### src/kuz_ram.sv
`timescale 1ns / 1ps
module kuz_ram #(
    parameter int WIDTH = 128,
    parameter int DEPTH = 10
) (
    input  logic                     i_clk,
    input  logic                     i_we,
    input  logic [$clog2(DEPTH)-1:0] i_waddr,
    input  logic [WIDTH-1:0]         i_wdata,
    input  logic [$clog2(DEPTH)-1:0] i_raddr,
    output logic [WIDTH-1:0]         o_rdata
);
    logic [WIDTH-1:0] r_mem [DEPTH];

    always_ff @(posedge i_clk) begin
        if (i_we) r_mem[i_waddr] <= i_wdata;
        o_rdata <= r_mem[i_raddr];
    end
endmodule

### config.mk
export PLATFORM = sky130hd
export DESIGN_NAME = kuz_ram
export DESIGN_NICKNAME = d
export VERILOG_FILES = /design/src/kuz_ram.sv
export SDC_FILE = /design/constraint.sdc
export NUM_CORES = 1
export LEC_CHECK = 0
export BUFFER_PORTS_ARGS = -buffer_cell sky130_fd_sc_hd__buf_4
export CORE_ASPECT_RATIO = 1.25
export CORE_UTILIZATION = 40
export CTS_CLUSTER_DIAMETER = 30
export CTS_CLUSTER_SIZE = 30
export DETAILED_ROUTE_END_ITERATION = 10
export SYNTH_ARGS = -nofsm -noshare
export SYNTH_HDL_FRONTEND = slang
export SYNTH_SLANG_ARGS = --single-unit
### constraint.sdc
create_clock -name i_clk -period 26.6 [get_ports i_clk]
set_clock_uncertainty 0.2 [all_clocks]
set_input_delay 3.99 -clock i_clk [delete_from_list [all_inputs] [get_ports i_clk]]
set_output_delay 3.99 -clock i_clk [all_outputs]
set_load 0.02 [all_outputs]
==> reports/results.ini, run 1 <==
[sta]
fin_crit_ps=7610
fmax_mhz=131
setup_viol=0
setup_tns_ps=0
hold_violations=0
rsz0062_at_grt=no
min_period_over_period=0.286
worst_pin_slew_ps=1170
slew_headroom=0.222
slew_viol_final=0

[routing]
post_drt_wl_per_cell_um=24.3
routed_wl_um=123000
drt_iter0_drc=1777
ant_nets=0
dr.pass1.iters=5
vias_per_cell=5.20
vias=26400
drc=0

[flow_run]
max_cap_viol_count=0

[placed_design]
port_buffers=265
hpwl_um=59500
place_inst=4612
placed_area_mm2=0.0564
place_congestion=0.699

[setup_path]
reg2reg_depth=3
cp.required_ps=27070
critPathTopFamily=buffers and inverters
max_stage_delay_ps=850
path_max_fanout=111
rr_endpoint=o_rdata[121]$_DFF_P_
worstReg2RegStart=r_mem[0][121]$_DFFE_PP_
worst-path-buf-inv=4
start_kind=input port
end_kind=flop
crit_start=i_raddr[0]
cpMostUsedCell=buf_4
cp_slowest_cell=buf_4
crit_type=input port to flop
rrSetupSlack_ps=25230
arrival_ps=8080
crit_chain=buf_8 -> buf_4 -> buf_4 -> buf_4 -> mux2_2 -> o22ai_1 -> o31ai_2

[final_layout]
finalNetCount=3267
multi_input_area_mm2=0.0109
postLayoutCellArea_mm2=0.0651
syn_to_final_growth_pct=23.7
final_layout_size_suffix_gt1_frac=0.353
layout.cells.non_filler=5076
fillers=10600
seqCellArea_mm2=0.0410

[power]
power.density_mw_per_mm2=91.8
leakage_nw=22.7
vdd_drop_max_v=0.0000651
power_w=0.00598

[cts]
numCtsBuffers=240
cts_tree=yes
clock_sinks=1408
clk_pin_slew_ps=50
htree_levels=4
cts_resized=0
cts_buffer_depth=3
cts_setup_buffers=0
cts-root-buf=clkbuf_16
clkLatencyLatePin_ps=830
cts_hold_buf=0

[synth]
async_flop_share=0
synthFlopType=edfxtp_1
syn_area_mm2=0.0526
synth-seq-cells=1408
yosysSeqAreaShare=0.779
syn_inst=2735
synth_cell_types=22
synth_fp_nets=2873
avgSynthCellArea_um2=19.3
yosysWarningCount=0
synth_edf_count=1280

[global_route]
gr-usage-met2=0.317
grt_antenna_before_repair=15
grt_usage=0.184
grt-ovfl-total=0
grt-busiest-layer=met2
grt_first_pass_wirelength_um=180000
grt_pass1_vias=28300
met3_usage=0.0416
met1_usage=0.222
grt_max_degree=120

[die]
initial_core_util=0.404
core_area_mm2=0.130
die_h_um=408
io_pins=266
placementRows=148
die_x_um=326
die-area_mm2=0.133

[worst_hold_path]
hold_path_depth=3
hp-start=r_mem[9][124]$_DFFE_PP_
whs_endpoint=o_rdata[124]$_DFF_P_
hold_path_class=flop to flop

[outcome]
status=finished, final reports clean

==> routing by layer <==
layer	up-vias	share of wire	wire length [um]
li1	11900	-	-
met1	13600	0.41	50800
met2	669	0.51	63200
met3	220	0.052	6410
met4	20	0.023	2830
met5	-	0.0011	134
==> cell usage in the layout (no fill, tap or decap), drive strengths merged <==
master	synthesis	routed
edfxtp	1280	1280
nand2b	3	3
nor2b	1	1
a22o	128	128
o22ai	128	128
or3b	1	1
clkbuf	69	282
mux2i	256	256
nand3b	2	2
buf	86	307
nand2	130	130
mux2	384	384
inv	0	40
nor3	3	3
clkinv	0	64
o31ai	128	128
diode	0	5
bufinv	0	40
dfxtp	128	128
nor2	8	8
clkinvlp	0	33
==> area by class of cell <==
class                   instances  area share
clock inverters               177      0.0350
repair buffers                307      0.0370
well taps                    1725      0.0331
clock buffers                 282      0.0983
multi-input cells            1172       0.167
diodes                          5    0.000192
flip-flops and latches       1408       0.629
==> through the flow <==
stage,worst slack [ps],hold slack (ps),utilization
6_report,18990,369,0.500
5_1_grt,18800,399,0.500
4_1_cts,19030,372,0.500
3_5_place_dp,18160,361,0.433
3_3_place_gp,18270,354,0.433
2_1_floorplan,12480,342,-
==> flip-flops by register name, summed over array words and instances, names as in the netlist <==
| register | cells |
|---|---|
| o_rdata | 128 |
| r_mem | 1280 |
==> cell families (layout without fill, tap and decap cells) <==
family | Yosys count | after routing | share of synthesized area
muxes | 640 | 640 | 0.131
DFF | 1408 | 1408 | 0.779
other | 0 | 5 | 0
AOI/OAI and AO/OA | 384 | 384 | 0.0628
buffers and inverters | 155 | 766 | 0.0166
and+or+nand+nor | 148 | 148 | 0.0111
==> power by group <==
| part | switching (W) | leakage [nW] | internal (W) | total [W] |
|---|---|---|---|---|
| Combinational | 0.000161 | 5.91 | 0.000109 | 0.000270 |
| Sequential | 0.0000203 | 12.6 | 0.00248 | 0.00250 |
| Clock | 0.00109 | 4.15 | 0.00212 | 0.00321 |
| Total | 0.00127 | 22.7 | 0.00471 | 0.00598 |
==> cells in the mapped netlist (23+ instances only) <==
| cell type | number | area [um^2] |
|---|---|---|
| a22o_1 | 128 | 1120 |
| buf_2 | 35 | 175 |
| buf_4 | 23 | 173 |
| clkbuf_1 | 69 | 259 |
| dfxtp_1 | 128 | 2560 |
| edfxtp_1 | 1280 | 38400 |
| mux2_1 | 25 | 282 |
| mux2_2 | 359 | 4040 |
| mux2i_1 | 256 | 2560 |
| nand2_1 | 130 | 488 |
| o22ai_1 | 128 | 801 |
| o31ai_1 | 43 | 323 |
| o31ai_2 | 85 | 1060 |
==> how the worst max path moves through the flow <==
stage                                  to  slack, ps  depth (start not counted)
floorplan           r_mem[0][0]$_DFFE_PP_      12480                          2
global placement      o_rdata[10]$_DFF_P_      18270                          7
detailed placement    o_rdata[17]$_DFF_P_      18160                          7
CTS                   o_rdata[21]$_DFF_P_      19030                          7
global route          o_rdata[17]$_DFF_P_      18800                          7
finish                o_rdata[21]$_DFF_P_      18990                          7
==> worst register-to-register path: stages, from the launching register on <==
cell,delay (ps)
edfxtp_1,320
mux2i_1,60
a22o_1,260
o31ai_1,400
Note: power is estimated with default switching activity, not from simulation.
==> run 2: changes to the inputs <==
--- a/config.mk
+++ b/config.mk
@@ -5,6 +5,7 @@
 export SDC_FILE = /design/constraint.sdc
 export NUM_CORES = 1
 export LEC_CHECK = 0
+export ABC_AREA = 1
 export BUFFER_PORTS_ARGS = -buffer_cell sky130_fd_sc_hd__buf_4
 export CORE_ASPECT_RATIO = 1.25
 export CORE_UTILIZATION = 40
==> constraint.sdc (replaced) <==
create_clock -name i_clk -period 7.98 [get_ports i_clk]
set_clock_uncertainty 0.2 [all_clocks]
set_input_delay 1.197 -clock i_clk [delete_from_list [all_inputs] [get_ports i_clk]]
set_output_delay 1.197 -clock i_clk [all_outputs]
set_load 0.02 [all_outputs]
==> reports/results.ini, run 2 <==
[global_route]
grt_antenna_before_repair=10  ; was 15
grt-ovfl-total=0  ; unchanged
grt_max_degree=202  ; was 120
grt_pass1_vias=35100  ; was 28.3k
grt_first_pass_wirelength_um=208000  ; was 180000 um
grt_usage=0.195  ; was 0.184

[final_layout]
fillers=12200  ; was 10.6k
final_cell_mix=1412 x nand2_1, 1280 x edfxtp_1, 772 x inv_1, 771 x nand3_1, 294 x buf_4  ; was 1280 x edfxtp_1, 359 x mux2_2, 298 x buf_4, 256 x mux2i_1, 248 x clkbuf_16
syn_to_final_growth_pct=21.5  ; was 23.7%
regMostFlops=r_mem  ; unchanged
multi_input_area_mm2=0.0109  ; about the same
postLayoutCellArea_mm2=0.0679  ; was 0.0651 mm^2
reg_top3=r_mem x1280, o_rdata x128  ; unchanged
layout_commonest_cell=nand2_1  ; was edfxtp_1
seqCellArea_mm2=0.0410  ; unchanged
final_layout_size_suffix_gt1_frac=0.136  ; was 0.353
finalNetCount=5451  ; was 3267
largest_reg_flops=1280  ; unchanged

[power]
power_w=0.0195  ; was 0.00598 W
vdd_drop_max_v=0.000223  ; was 0.0000651 V
swShare=0.226  ; was 0.213
netSwitchingPower_w=0.00442  ; was 0.00127 W
leakage_nw=28.1  ; was 22.7 nW
p_int_w=0.0151  ; was 0.00471 W
pwr-share-seq=0.426  ; was 0.417
power_frac_clock=0.524  ; was 0.537
power_frac_comb=0.050  ; was 0.045
power.density_mw_per_mm2=288  ; was 91.8 mW/mm^2

[setup_path]
rr_endpoint=o_rdata[18]$_DFF_P_  ; was o_rdata[121]$_DFF_P_
crit_start=i_raddr[0]  ; unchanged
arrival_ps=3910  ; was 8080 ps
cp.required_ps=8470  ; was 27070 ps
crit_end=o_rdata[92]$_DFF_P_  ; was o_rdata[21]$_DFF_P_
rrSetupSlack_ps=6650  ; was 25230 ps
path_max_fanout=201  ; was 111
end_kind=flop  ; unchanged
worstReg2RegStart=r_mem[4][18]$_DFFE_PP_  ; was r_mem[0][121]$_DFFE_PP_
reg2reg_depth=6  ; was 3
start_kind=input port  ; unchanged
crit_type=input port to flop  ; unchanged

[cts]
htree_levels=4  ; unchanged
numCtsBuffers=240  ; unchanged
clk_pin_slew_ps=50  ; about the same
cts_buffer_depth=3  ; unchanged
cts_setup_buffers=0  ; unchanged
clock_sinks=1408  ; unchanged
cts_resized=0  ; unchanged
cts-root-buf=clkbuf_16  ; unchanged
cts_hold_buf=0  ; unchanged
clkLatencyLatePin_ps=840  ; was 830 ps
cts_tree=yes  ; unchanged

[flow_run]
max_cap_viol_count=0  ; unchanged

[sta]
rsz0062_at_grt=no  ; unchanged
setup_ws_ps=4560  ; was 18990 ps
slew_headroom=0.204  ; was 0.222
hold_violations=0  ; unchanged
setup_viol=0  ; unchanged
fmax_mhz=292
whs_ps=247  ; was 369 ps
setup_tns_ps=0  ; unchanged
min_period_over_period=0.428
worst_pin_slew_ps=1190  ; was 1170 ps
slew_viol_final=0  ; unchanged
fin_crit_ps=3420

[synth]
synthTopCellsByArea=edfxtp_1 69%, nand2_1 9.5%, nand3_1 6.9%, inv_1 5.2%, dfxtp_1 4.6%  ; was edfxtp_1 73%, mux2_2 7.7%, dfxtp_1 4.9%, mux2i_1 4.9%, a22o_1 2.1%
synthSimpleGateAreaFrac=0.182  ; was 0.0111
muxShareOfSynthArea=0  ; was 0.131
synth_largest_area_cell=edfxtp_1  ; unchanged
yosys.area.top_type_share=0.687  ; was 0.730
yosysWarningCount=0  ; unchanged
yosysSeqAreaShare=0.733  ; was 0.779
synth_compound_area_frac=0.0115  ; was 0.0628
synthXorXnorAreaFrac=0  ; unchanged
synth-seq-cells=1408  ; unchanged
synth_fa_ha_area_frac=0  ; unchanged
synth_edf_count=1280  ; unchanged
async_flop_share=0  ; unchanged
synth_top_family_by_area=simple AND/OR/NAND/NOR gates  ; was multiplexers
syn_area_mm2=0.0559  ; was 0.0526 mm^2
synthFlopType=edfxtp_1  ; unchanged
synth_fp_nets=5153  ; was 2873
syn_inst=5015  ; was 2735
synth_cell_types=13  ; was 22
synth_most_common_cell=nand2_1  ; was edfxtp_1
avgSynthCellArea_um2=11.2  ; was 19.3 um^2
synth_commonest_cells=1412 x nand2_1, 1280 x edfxtp_1, 775 x inv_1, 771 x nand3_1, 266 x nor2_1  ; was 1280 x edfxtp_1, 359 x mux2_2, 256 x mux2i_1, 130 x nand2_1

[worst_hold_path]
hold_path_class=flop to flop  ; unchanged

[die]
die_h_um=420  ; was 408 um
core_area_mm2=0.139  ; was 0.130 mm^2
die_x_um=336  ; was 326 um
placementRows=153  ; was 148
initial_core_util=0.402  ; was 0.404
die-area_mm2=0.141  ; was 0.133 mm^2
io_pins=266  ; unchanged

[placed_design]
port_buffers=265  ; unchanged
placed_area_mm2=0.0596  ; was 0.0564 mm^2
place_congestion=0.717  ; was 0.699
post-place-ws_ps=3760  ; was 18160 ps
hpwl_um=63600  ; was 59500 um

[routing]
vias_per_cell=4.81  ; was 5.20
ant_nets=0  ; unchanged
drc=0  ; unchanged
post_drt_wl_per_cell_um=18.6  ; was 24.3 um
vias=35600  ; was 26.4k
drt_iter0_drc=2601  ; was 1777
dr.pass1.iters=5  ; unchanged
routed_wl_um=138000  ; was 123000 um

[outcome]
status=finished, final reports clean  ; unchanged

## run 2: final cells by class
type,count,share of cell area
clock buffer,268,0.0918
antenna,7,0.000258
inverter,776,0.0433
sequential,1408,0.603
clock inverter,192,0.0300
timing repair buffer,310,0.0369
tap,1860,0.0343
multi-input combinational,2577,0.160
## run 2: power groups by stage
stage                     clock [W]  sequential (W)  combinational (W)
after floorplan                   0         0.00854           0.000484
after global placement            0         0.00847           0.000974
after detailed placement          0         0.00847           0.000986
after CTS                    0.0104         0.00833           0.000991
after global routing         0.0107         0.00833            0.00108
final                        0.0102         0.00833           0.000975
## run 2: how the worst min path moves through the flow
stage                                        from              endpoint  slack [ps]  cells after the start
after floorplan             r_mem[9][0]$_DFFE_PP_    o_rdata[0]$_DFF_P_         230                      2
after global placement     r_mem[9][96]$_DFFE_PP_   o_rdata[96]$_DFF_P_         240                      2
after detailed placement   r_mem[9][36]$_DFFE_PP_   o_rdata[36]$_DFF_P_         240                      2
after CTS                  r_mem[9][30]$_DFFE_PP_   o_rdata[30]$_DFF_P_         250                      2
after global routing      r_mem[9][126]$_DFFE_PP_  o_rdata[126]$_DFF_P_         280                      2
final                      r_mem[9][30]$_DFFE_PP_   o_rdata[30]$_DFF_P_         250                      2
## run 2: cell families (layout without fill, tap and decap cells)
| kind of cell | Yosys count | count (layout) |
|---|---|---|
| compound gates | 128 | 128 |
| simple gates | 2449 | 2449 |
| other cells | 0 | 7 |
| buf+inv | 1030 | 1546 |
| flops | 1408 | 1408 |
## run 2: through the flow
| stage | std cells | utilization |
|---|---|---|
| 3_3_place_gp | 6931 | 0.429 |
| 2_1_floorplan | 5015 | - |
| 4_1_cts | 7391 | 0.489 |
| 5_1_grt | 7394 | 0.489 |
| 6_report | 7398 | 0.489 |
| 3_5_place_dp | 6931 | 0.429 |
## run 2: per-layer routing
layer | part of all wire | GRT usage
met5 | 0.00065 | 0
met4 | 0.027 | 0.0749
met3 | 0.056 | 0.0363
met2 | 0.49 | 0.332
met1 | 0.43 | 0.246
## run 2: worst max-delay path, cell delays in order
cell and delay, ps:
buf_8 410, buf_4 740, buf_12 690, nand2_1 150, nand3_1 130, nand3_1 80, nand3_1 110, nand2_1 60
